### src/rtl/bba_pkg.sv
`default_nettype none
// ----------------------------------------------------------------------------
// bba_pkg
// Shared types and constants for the buddy block allocator.
// ----------------------------------------------------------------------------
package bba_pkg;

    localparam int DEF_MIN_ORDER = 6;
    localparam int DEF_TOP_ORDER = 16;

    localparam int SIZE_W  = 32;
    localparam int OFF_W   = 16;
    localparam int ORDER_W = 5;
    localparam int HDR_W   = 8;
    localparam int STAT_W  = 2;

    localparam logic [HDR_W-1:0] HDR_RESET = 8'd32;

    localparam logic [STAT_W-1:0] STAT_OK      = 2'd0;
    localparam logic [STAT_W-1:0] STAT_OOM     = 2'd1;
    localparam logic [STAT_W-1:0] STAT_INVALID = 2'd2;

    typedef enum logic [3:0] {
        S_CLEAR,
        S_IDLE,
        S_A_ROOT,
        S_A_DESC,
        S_A_DWAIT,
        S_F_CHECK,
        S_MRG,
        S_MRG_WAIT,
        S_UP,
        S_UP_WAIT,
        S_DONE
    } bba_state_t;

endpackage
`default_nettype wire

### src/rtl/bba_order.sv
`default_nettype none
// ----------------------------------------------------------------------------
// bba_order
// Rounds a request plus header up to the smallest block order that holds it.
// ----------------------------------------------------------------------------
module bba_order
    import bba_pkg::*;
#(
    parameter int MIN_ORDER = DEF_MIN_ORDER,
    parameter int TOP_ORDER = DEF_TOP_ORDER
) (
    input  wire logic [SIZE_W-1:0]  req_size,
    input  wire logic [HDR_W-1:0]   header_bytes,
    output logic      [ORDER_W-1:0] order,
    output logic                    too_big
);

    logic [SIZE_W:0] need;

    assign need = {1'b0, req_size} + (SIZE_W+1)'(header_bytes);

    // independent compares against each block size, smallest fit wins
    always_comb
    begin
        order = ORDER_W'(TOP_ORDER);
        for (int o = TOP_ORDER; o >= MIN_ORDER; o--)
        begin
            if (need <= ((SIZE_W+1)'(1) << o))
            begin
                order = ORDER_W'(o);
            end
        end
        too_big = need > ((SIZE_W+1)'(1) << TOP_ORDER);
    end

endmodule
`default_nettype wire

### config.mk
export PLATFORM = sky130hd
export DESIGN_NAME = bba_order
export DESIGN_NICKNAME = d
export VERILOG_FILES = /design/src/rtl/bba_pkg.sv /design/src/rtl/bba_order.sv
export SDC_FILE = /design/constraint.sdc
export NUM_CORES = 1
export LEC_CHECK = 0
export BUFFER_PORTS_ARGS = -buffer_cell sky130_fd_sc_hd__buf_2
export CAP_MARGIN = 10
export CORE_MARGIN = 10
export CORE_UTILIZATION = 30
export DETAILED_ROUTE_END_ITERATION = 16
export SYNTH_ARGS = -nofsm -noshare
export SYNTH_HDL_FRONTEND = slang
export SYNTH_SLANG_ARGS = --single-unit
### constraint.sdc
create_clock -name vclk -period 9.7
set_input_delay 2.425 -clock vclk [all_inputs]
set_output_delay 2.425 -clock vclk [all_outputs]
set_load 0.02 [all_outputs]
Yosys cells after proc, flatten, opt, wreduce, memory -nomap -nowiden
Cells that the tools add are included. W data, S select, Z words.

Add/sub/neg operators: 1. Multiply operators: 0. Divide/modulo/power cells: 0. Magnitude comparators: 11. Equality and inequality tests: 0. Shifts and indexed selects: 0. Mux-type cells: 10. Bitwise operators: 0. Reductions and logical operators: 0.

Operator list (number): $mux W5 (10); $add A32 B8 Y33 (1); $gt A33 B17 Y1 const B (1); $le A33 B10 Y1 const B (1); $le A33 B11 Y1 const B (1); $le A33 B12 Y1 const B (1); $le A33 B13 Y1 const B (1); $le A33 B14 Y1 const B (1); $le A33 B15 Y1 const B (1); $le A33 B16 Y1 const B (1); $le A33 B7 Y1 const B (1); $le A33 B8 Y1 const B (1); $le A33 B9 Y1 const B (1).

Flip-flop bits (word level): 0. Bits in latches: 0. RAM bits: 0. Bits in read-only memories: 0. Input bits: 40. Output and inout port bits: 6. Word-level logic and storage cells: 22. Memories kept: 0.

Longest topological paths before layout
Gate-level depths: netlist of the first run.

Word-level depth: 12. Mapped depth: 11. Mapped depth without buffers: 11.

Worst setup path before layout of the first run
Ideal clock, no wire load.

Path type: input-to-output. From: input req_size[0]. To: output order[2]. Data arrival time: 5.610 ns. Required time: 7.275 ns. Setup slack: 1.665 ns. Stages on the path: 10. Buffers on the path: 0. Cell sequence: ha_1 > fa_1 > a211o_1 > a21o_1 > a221oi_1 > nand4_1 > nor4_2 > nor4b_2 > o21ai_1 > o21ai_0.

Longest elaborated chain between the ends: 12. Elaborated cells on any way between the ends: 21. Those cells by class: 1 x add/sub; 10 x order compare; 10 x mux.

Ends and longest elaborated chain: from (decl) (line bba_order.sv:12) `input wire logic [SIZE_W-1:0] req_size,`; $add A32 B8 Y33 (*) (line bba_order.sv:20) `assign need = {1'b0, req_size} + (SIZE_W+1)'(header_bytes);`; $le A33 B16 Y1 (line bba_order.sv:28) `if (need <= ((SIZE_W+1)'(1) << o))`; $mux W5 (9 in series) (line bba_order.sv:28); $mux W5 (*) (line bba_order.sv:28); to (decl) (line bba_order.sv:14) `output logic [ORDER_W-1:0] order,`.

Every way passes the cells marked *; elsewhere a longest branch is shown, timed or not.

Worst setup path in the final report of the first run
From: input req_size[0]. To: output order[0].

Same word-level chain as after synthesis.

==> results.py, run 1 <==
metrics = {
    "outcome": {
        "run_status": "finished, final reports clean",
    },
    "synthesis": {
        "synthesis.instances": 207,
        "yosysWarningCount": 0,
        "synth.net_count": 256,
        "netlist.area_leader.share_pct": 6.695,
        "syn-mean-instance-area_sq_um": 7.223,
        "synth_top_cells_by_area": "sky130_fd_sc_hd__ha_1, sky130_fd_sc_hd__xor2_1, sky130_fd_sc_hd__nor2_1, sky130_fd_sc_hd__nor3_1, sky130_fd_sc_hd__o2111ai_1",
        "synth_top_cell_by_area": "sky130_fd_sc_hd__ha_1",
        "mappedNetlistArea_sq_um": 1495,
        "synth-seq-area-share_pct": 0,
        "synth_cell_type_count": 64,
    },
    "global_routing": {
        "gr-usage-all-layers_pct": 10.97,
        "grt_antenna_before_repair": 0,
        "first_global_vias": 1713,
        "overflow_left_after_global_routing": 0,
        "maximum_number_of_pins_on_one_net_before_global_route_repair": 11,
        "grt_first_pass_wirelength_microns": 8121,
    },
    "cells_and_area": {
        "layout.filler_cells": 527,
        "fin_nets": 300,
        "final-instance-count-excl-fill": 316,
        "seq_cell_count": 0,
        "seqCellArea_sq_um": 0,
        "clockBufferCount": 0,
        "areaGrowthSynthToFinish_pct": 19.50,
        "layout.cells.most_common_list": "sky130_fd_sc_hd__buf_2, sky130_fd_sc_hd__nor2_1, sky130_fd_sc_hd__nor3_1, sky130_fd_sc_hd__nand2_1, sky130_fd_sc_hd__xor2_1",
        "layout_commonest_cell": "sky130_fd_sc_hd__buf_2",
        "antenna-diode-count": 0,
        "share_of_final_layout_standard_cells_stronger_than_drive_strength_1_pct": 27.71,
    },
    "min_path": {
        "holdCritPathClass": "input port to output pin",
    },
    "floorplan": {
        "die_y_microns": 90.60,
        "io_pins": 46,
        "initial_utilization_pct": 31.24,
        "die-area_sq_um": 8207,
        "core.rowCount": 25,
        "die_width_microns": 90.60,
        "design.core.area_sq_um": 4786,
    },
    "worst_setup_path": {
        "cp-start-kind": "input port",
        "critical_path.endpoint_type": "output pin",
        "crit_fanout": 5,
        "worst-endpoint-arrival_ps": 5850,
        "data_required_critical_path_ps": 7280,
        "setup.worst_path.class": "input port to output pin",
    },
    "placed_design": {
        "placed_cells": 316,
        "port_buffers": 46,
        "dp_hpwl_microns": 4107,
        "place.gp.congestion": 0.8899,
    },
    "timing": {
        "layout_worst_path_cycle_share_pct": 85.30,
        "tightestPinTransition_ps": 663.3,
        "fin_setup_tns_ps": 0,
        "final_max_slew_viol_count": 0,
        "timing_hold_violations_final": 0,
        "setup_violations": 0,
        "rsz0062_at_grt": "no",
        "finalWorstPathRequiredPeriod_ps": 8274,
        "slew-limit-headroom_pct": 55.57,
        "timing.fmax_mhz": 120.9,
    },
    "pwr": {
        "leakagePower_nw": 0.6744,
        "ir_worst_vdd_uv": 12.38,
        "powerDensity_nw_per_um2": 39.30,
        "share_comb_of_total_power_pct": 100.0,
        "clock_power_share_pct": 0,
        "power.switching_fraction_pct": 60.07,
        "switchingPower_w": 0.00004218,
        "power_frac_seq_pct": 0,
        "power_report.internal_total_w": 0.00002804,
    },
    "drt": {
        "final_antenna_net_count": 0,
        "drt_pre_antenna_iters": 4,
        "num_vias": 1834,
        "via_per_inst": 5.804,
        "drtIter0Drc": 145,
        "totalWireLength_microns": 4821,
        "post_route_drc_violation_count": 0,
        "wire_per_inst_microns": 15.26,
    },
    "run": {
        "cap_viol_max_count": 0,
    },
    "clock_tree": {
        "cts_setup_buffers": 0,
        "postCtsResizedCells": 0,
        "cts.hold.buffers_added": 0,
    },
}
## cell usage after synthesis, types with 3 or more instances
| library cell | n |
|---|---|
| sky130_fd_sc_hd__inv_1 | 6 |
| sky130_fd_sc_hd__o21a_1 | 4 |
| sky130_fd_sc_hd__a21oi_1 | 8 |
| sky130_fd_sc_hd__nor4_1 | 5 |
| sky130_fd_sc_hd__or2_2 | 3 |
| sky130_fd_sc_hd__xnor2_1 | 5 |
| sky130_fd_sc_hd__and3_1 | 5 |
| sky130_fd_sc_hd__nand2_1 | 11 |
| sky130_fd_sc_hd__o21ai_1 | 3 |
| sky130_fd_sc_hd__nor2_1 | 19 |
| sky130_fd_sc_hd__o21ai_0 | 10 |
| sky130_fd_sc_hd__nor3b_1 | 4 |
| sky130_fd_sc_hd__o211ai_1 | 5 |
| sky130_fd_sc_hd__o2111ai_1 | 6 |
| sky130_fd_sc_hd__xor2_1 | 11 |
| sky130_fd_sc_hd__and2_1 | 3 |
| sky130_fd_sc_hd__or3_1 | 3 |
| sky130_fd_sc_hd__nand4_1 | 8 |
| sky130_fd_sc_hd__a211oi_1 | 4 |
| sky130_fd_sc_hd__ha_1 | 8 |
| sky130_fd_sc_hd__nor3_1 | 11 |
| sky130_fd_sc_hd__a211o_1 | 3 |
| sky130_fd_sc_hd__nand3_1 | 8 |
## final timing paths
path	from	endpoint	slack (ps)	depth (start not counted)
min	req_size[17]	too_big	5350	4
max	req_size[0]	order[0]	1430	13
## metrics by stage
step                      setup slack [ps]  hold WS [ps]  cell area (sq um)  util [%]  total power, W
after floorplan                       1665          5098               1495         -      0.00004736
after global routing                  1199          5411               1787     37.33      0.00007874
after CTS                             1416          5369               1787     37.33      0.00006973
after global placement                1422          5383               1787     37.33      0.00006900
after detailed placement              1419          5371               1787     37.33      0.00006946
final                                 1426          5350               1787     37.33      0.00007023
## layout make-up
class	count	area (sq um)	share of cell area, %
Inverter	6	22.52	1.261
Tap cell	67	83.83	4.692
Timing Repair Buffer	46	230.2	12.89
Multi-Input combinational cell	197	1450	81.16
## metal layers
metal	track usage (%)	share of wire, %	vias up	routed length (microns)
met5	0	0	-	0
met4	0	0	0	0
met3	1.912	6.6	0	319
met2	18.09	45	43	2191
met1	15.21	48	862	2310
li1	-	-	929	-
## logic make-up after synthesis
group | Yosys count | synth area share (%)
AO/OA/AOI/OAI | 70 | 34.73
adder cells (fa/ha/maj) | 9 | 8.034
multiplexers | 3 | 2.092
buffers and inverters | 10 | 3.012
XOR/XNOR | 16 | 9.372
AND/OR/NAND/NOR | 99 | 42.76
## critical path: stages
cell and delay [ps]:
sky130_fd_sc_hd__buf_2 100, sky130_fd_sc_hd__ha_1 230, sky130_fd_sc_hd__fa_1 430, sky130_fd_sc_hd__a211o_1 330
sky130_fd_sc_hd__a21o_1 160, sky130_fd_sc_hd__a221oi_1 330, sky130_fd_sc_hd__nand4_1 280, sky130_fd_sc_hd__nor4_2 560
sky130_fd_sc_hd__nor4b_2 390, sky130_fd_sc_hd__a31o_2 180, sky130_fd_sc_hd__a31oi_1 80, sky130_fd_sc_hd__o22ai_1 160
sky130_fd_sc_hd__buf_2 190
## power groups by stage
stage / clock network [W] / logic [W] / registers (W)
3_5_place_dp: 0 / 0.0000695 / 0
6_report: 0 / 0.0000702 / 0
5_1_grt: 0 / 0.0000787 / 0
2_1_floorplan: 0 / 0.0000474 / 0
4_1_cts: 0 / 0.0000697 / 0
3_3_place_gp: 0 / 0.0000690 / 0
Note: power is estimated with default switching activity, not from simulation.
==> run 2: changes to the inputs <==
--- a/config.mk
+++ b/config.mk
@@ -7,9 +7,11 @@
 export LEC_CHECK = 0
 export BUFFER_PORTS_ARGS = -buffer_cell sky130_fd_sc_hd__buf_2
 export CAP_MARGIN = 10
+export CORE_ASPECT_RATIO = 0.7
 export CORE_MARGIN = 10
 export CORE_UTILIZATION = 30
 export DETAILED_ROUTE_END_ITERATION = 16
+export RECOVER_POWER = 100
 export SYNTH_ARGS = -nofsm -noshare
 export SYNTH_HDL_FRONTEND = slang
 export SYNTH_SLANG_ARGS = --single-unit
==> run 2 against run 1 <==
Effect of this change:
- via count down 0.22%
- die area up 0.55%
- non-clock buffer count unchanged
- sequential cell count unchanged
- worst hold slack better by 70 ps
- power down 0.11%
- setup slack worse by 250 ps
- wire length down 0.83%
- critical path depth unchanged
- largest power group unchanged
==> results.py, run 2 (synthesis results as in run 1) <==
metrics = {
    "outcome": {
        "run_status": "finished, final reports clean",
    },
    "drt": {
        "drtIter0Drc": 123,
        "drt_pre_antenna_iters": 5,
        "dr_wl_met3_microns": 255,
        "wire_per_inst_microns": 15.03,
        "totalWireLength_microns": 4781,
        "via_per_inst": 5.755,
        "num_vias": 1830,
        "post_route_drc_violation_count": 0,
        "route.layer.met1.wl_microns": 2510,
        "routed.top_layer": "met3",
        "final_antenna_net_count": 0,
        "met2RoutedLength_microns": 2015,
    },
    "min_path": {
        "holdCritPathClass": "input port to output pin",
    },
    "global_routing": {
        "overflow_left_after_global_routing": 0,
        "first_global_vias": 1729,
        "gr-usage-all-layers_pct": 10.85,
        "grt_first_pass_wirelength_microns": 8086,
        "grt_antenna_before_repair": 0,
        "maximum_number_of_pins_on_one_net_before_global_route_repair": 11,
    },
    "cells_and_area": {
        "fin_nets": 300,
        "share_of_final_layout_standard_cells_stronger_than_drive_strength_1_pct": 25.70,
        "antenna-diode-count": 0,
        "areaGrowthSynthToFinish_pct": 18.58,
        "layout.cells.most_common_list": "sky130_fd_sc_hd__buf_2, sky130_fd_sc_hd__nor2_1",
        "post-route-util_pct": 36.87,
        "seq_cell_count": 0,
        "layout_commonest_cell": "sky130_fd_sc_hd__buf_2",
        "clockBufferCount": 0,
        "final-instance-count-excl-fill": 318,
        "seqCellArea_sq_um": 0,
        "layout.filler_cells": 532,
    },
    "worst_setup_path": {
        "data_required_critical_path_ps": 7280,
        "critical_path.startpoint": "req_size[0]",
        "crit_fanout": 5,
        "setup.worst_path.class": "input port to output pin",
        "cp-start-kind": "input port",
        "worst-endpoint-arrival_ps": 6100,
        "critical_path.endpoint_type": "output pin",
        "worstSetupEndpoint": "order[0]",
    },
    "clock_tree": {
        "cts.hold.buffers_added": 0,
        "cts_setup_buffers": 0,
        "postCtsResizedCells": 0,
    },
    "floorplan": {
        "initial_utilization_pct": 31.10,
        "design.core.area_sq_um": 4808,
        "io_pins": 46,
        "die_width_microns": 104.4,
        "die_y_microns": 79.07,
        "die-area_sq_um": 8253,
        "core.rowCount": 21,
    },
    "timing": {
        "fin_setup_tns_ps": 0,
        "setup_violations": 0,
        "rsz0062_at_grt": "no",
        "layout_worst_path_cycle_share_pct": 87.89,
        "timing_hold_violations_final": 0,
        "timing.fmax_mhz": 117.3,
        "final_max_slew_viol_count": 0,
        "finalWorstPathRequiredPeriod_ps": 8526,
        "slew-limit-headroom_pct": 51.63,
        "tightestPinTransition_ps": 718.9,
    },
    "pwr": {
        "powerDensity_nw_per_um2": 39.57,
        "total_power_w": 0.00007015,
        "ir_worst_vdd_uv": 14.98,
        "leakagePower_nw": 0.6644,
    },
    "placed_design": {
        "place.gp.congestion": 0.8344,
        "port_buffers": 46,
        "placed_cells": 318,
        "dp_hpwl_microns": 4102,
    },
    "run": {
        "cap_viol_max_count": 0,
    },
}
[run 2: cell count changes in the layout (fill, tap and decap cells not counted)]
cell,delta
sky130_fd_sc_hd__buf_2,-3
sky130_fd_sc_hd__nor4b_2,-1
sky130_fd_sc_hd__nor4_1,+1
sky130_fd_sc_hd__clkbuf_1,+3
sky130_fd_sc_hd__nor4_2,-1
sky130_fd_sc_hd__nor4b_1,+1
sky130_fd_sc_hd__o21ai_1,-1
sky130_fd_sc_hd__o21ai_0,+1
[run 2: how the worst min path moves through the flow]
| stage | from | end | slack [ps] | depth (start not counted) |
|---|---|---|---|---|
| 4_1_cts | req_size[17] | too_big | 5380 | 4 |
| 3_3_place_gp | req_size[17] | too_big | 5350 | 4 |
| 3_5_place_dp | req_size[17] | too_big | 5370 | 4 |
| 5_1_grt | req_size[31] | too_big | 5470 | 4 |
| 6_report | req_size[31] | too_big | 5420 | 4 |
| 2_1_floorplan | req_size[17] | too_big | 5100 | 2 |
[run 2: area by class of cell]
type / count / area, sq um / share of cell area (%)
inverters: 6 / 22.52 / 1.270
multi-input cells: 197 / 1438 / 81.09
well taps: 69 / 86.33 / 4.869
repair buffers: 46 / 226.5 / 12.77
[run 2: per-stage QoR]
stage               instance area [sq um]  hold slack [ps]  worst slack [ps]
floorplan                            1495             5098              1665
global placement                     1789             5354              1480
detailed placement                   1789             5372              1492
CTS                                  1789             5377              1487
global route                         1773             5469             863.7
finish                               1773             5420              1174
[run 2: metal layers]
| metal | global-route usage [%] | vias to the layer above |
|---|---|---|
| met4 | 0.2770 | 0 |
| met1 | 16.22 | 843 |
| met2 | 16.94 | 53 |
| met3 | 1.210 | 0 |
| li1 | - | 934 |
| met5 | 0 | - |
[run 2: where the power goes]
group | leakage (nW) | internal [W] | switching [W]
combinational | 0.664 | 0.0000280 | 0.0000422
clock | 0 | 0 | 0
sequential | 0 | 0 | 0
total | 0.664 | 0.0000280 | 0.0000422
[run 2: worst max-delay path, stage by stage]
cell and delay [ps]:
sky130_fd_sc_hd__buf_2 100, sky130_fd_sc_hd__ha_1 230, sky130_fd_sc_hd__fa_1 430, sky130_fd_sc_hd__a211o_1 330, sky130_fd_sc_hd__a21o_1 160, sky130_fd_sc_hd__a221oi_1 310
sky130_fd_sc_hd__nand4_1 250, sky130_fd_sc_hd__nor4_1 700, sky130_fd_sc_hd__nor4b_1 460, sky130_fd_sc_hd__a31o_2 190, sky130_fd_sc_hd__a31oi_1 80, sky130_fd_sc_hd__o22ai_1 180
sky130_fd_sc_hd__clkbuf_1 260
==> run 3: changes to the inputs <==
--- a/config.mk
+++ b/config.mk
@@ -7,10 +7,13 @@
 export LEC_CHECK = 0
 export BUFFER_PORTS_ARGS = -buffer_cell sky130_fd_sc_hd__buf_2
 export CAP_MARGIN = 10
+export CELL_PAD_IN_SITES_DETAIL_PLACEMENT = 0
+export CELL_PAD_IN_SITES_GLOBAL_PLACEMENT = 1
 export CORE_ASPECT_RATIO = 0.7
 export CORE_MARGIN = 10
 export CORE_UTILIZATION = 30
 export DETAILED_ROUTE_END_ITERATION = 16
+export PLACE_DENSITY_LB_ADDON = 0.1
 export RECOVER_POWER = 100
 export SYNTH_ARGS = -nofsm -noshare
 export SYNTH_HDL_FRONTEND = slang
==> run 3 against run 2 <==
Effect of this change:
- via count decreased by 4.4%
- sequential cell count unchanged
- largest cell class unchanged
- largest power group unchanged
- utilization unchanged
- maximum frequency decreased by 0.69%
- setup slack got worse by 59 ps
- die area unchanged
- wire length increased by 3.5%
- worst hold slack got worse by 26 ps
- combinational power about the same
- first-iteration DRC count increased by 5.7%
==> results.py, run 3 (synthesis results as in run 1) <==
metrics = {
    "outcome": {
        "run_status": "finished, final reports clean",
    },
    "floorplan": {
        "io_pins": 46,
        "die-area_sq_um": 8253,
        "die_y_microns": 79.07,
        "initial_utilization_pct": 31.10,
        "design.core.area_sq_um": 4808,
        "core.rowCount": 21,
        "die_width_microns": 104.4,
    },
    "clock_tree": {
        "cts.hold.buffers_added": 0,
        "postCtsResizedCells": 0,
        "cts_setup_buffers": 0,
    },
    "placed_design": {
        "dp_hpwl_microns": 4253,
        "placed_cells": 318,
        "place.gp.congestion": 0.8178,
        "port_buffers": 46,
    },
    "timing": {
        "tightestPinTransition_ps": 689.5,
        "fin_setup_tns_ps": 0,
        "setup_violations": 0,
        "rsz0062_at_grt": "no",
        "timing_hold_violations_final": 0,
        "final_max_slew_viol_count": 0,
        "slew-limit-headroom_pct": 53.61,
        "finalWorstPathRequiredPeriod_ps": 8585,
        "timing.fmax_mhz": 116.5,
        "layout_worst_path_cycle_share_pct": 88.50,
    },
    "cells_and_area": {
        "fin_nets": 300,
        "layout_commonest_cell": "sky130_fd_sc_hd__buf_2",
        "seqCellArea_sq_um": 0,
        "clockBufferCount": 0,
        "final-instance-count-excl-fill": 318,
        "antenna-diode-count": 0,
        "seq_cell_count": 0,
        "post-route-util_pct": 36.87,
        "areaGrowthSynthToFinish_pct": 18.58,
        "layout.cells.most_common_list": "sky130_fd_sc_hd__buf_2, sky130_fd_sc_hd__nor2_1",
        "share_of_final_layout_standard_cells_stronger_than_drive_strength_1_pct": 25.70,
    },
    "worst_setup_path": {
        "critical_path.top_delay_family": "simple AND/OR/NAND/NOR gates",
        "crit_buf_inv": 2,
        "setup.worst_path.class": "input port to output pin",
        "critical_path.startpoint": "req_size[0]",
        "worst-endpoint-arrival_ps": 6160,
        "max_stage_delay_ps": 680,
        "worstSetupEndpoint": "order[0]",
        "crit_path_cell_trace": "buf_2, ha_1, fa_1, a211oi_1, o21ai_0, xnor2_1, nand4_1, nor4_1, nor4b_1, a31o_2, a31oi_1, o22ai_1, clkbuf_1",
        "data_required_critical_path_ps": 7280,
        "cp-start-kind": "input port",
        "crit_path_top_delay_cell": "sky130_fd_sc_hd__nor4_1",
        "timing.critical_path.depth": 13,
        "crit_fanout": 5,
        "critical_path.endpoint_type": "output pin",
    },
    "drt": {
        "drt_pre_antenna_iters": 4,
        "totalWireLength_microns": 4948,
        "final_antenna_net_count": 0,
        "via_per_inst": 5.500,
        "drtIter0Drc": 130,
        "post_route_drc_violation_count": 0,
        "num_vias": 1749,
        "wire_per_inst_microns": 15.56,
    },
    "global_routing": {
        "maximum_number_of_pins_on_one_net_before_global_route_repair": 11,
        "gr-usage-all-layers_pct": 11.16,
        "grt_antenna_before_repair": 0,
        "overflow_left_after_global_routing": 0,
        "first_global_vias": 1698,
        "grt_first_pass_wirelength_microns": 8273,
    },
    "min_path": {
        "holdCritPathClass": "input port to output pin",
    },
    "pwr": {
        "powerDensity_nw_per_um2": 39.66,
        "leakagePower_nw": 0.6644,
        "ir_worst_vdd_uv": 21.28,
    },
    "run": {
        "cap_viol_max_count": 0,
    },
}
[run 3: power by group]
| part | leakage (nW) | internal [W] | switching [W] |
|---|---|---|---|
| Combinational | 0.664 | 0.0000279 | 0.0000424 |
| Sequential | 0 | 0 | 0 |
| Clock | 0 | 0 | 0 |
| Total | 0.664 | 0.0000279 | 0.0000424 |
[run 3: cell type report]
cell class                 instances  area, sq um
multi-input combinational        197         1438
inverter                           6        22.52
timing repair buffer              46        226.5
fill                             544         3035
tap                               69        86.33
[run 3: how the worst min path moves through the flow]
stage	start	end	slack, ps	depth (start not counted)
after global routing	req_size[31]	too_big	5450	4
final	req_size[31]	too_big	5390	4
after global placement	req_size[17]	too_big	5340	4
after CTS	req_size[17]	too_big	5350	4
after floorplan	req_size[17]	too_big	5100	2
after detailed placement	req_size[17]	too_big	5350	4
[run 3: per-stage QoR]
step | setup WS [ps] | total power (W) | instance area (sq um) | hold slack [ps]
4_1_cts | 1376 | 0.00007035 | 1789 | 5350
3_3_place_gp | 1325 | 0.00007135 | 1789 | 5344
6_report | 1115 | 0.00007032 | 1773 | 5394
2_1_floorplan | 1665 | 0.00004736 | 1495 | 5098
3_5_place_dp | 1398 | 0.00006996 | 1789 | 5348
5_1_grt | 585.5 | 0.00007927 | 1773 | 5447
[run 3: per-layer routing]
layer | track usage [%] | wire (microns) | up-vias
li1 | - | - | 930
met1 | 17.05 | 2725 | 787
met2 | 16.62 | 1995 | 32
met3 | 1.774 | 227 | 0
met4 | 0 | 0 | 0
met5 | 0 | 0 | -
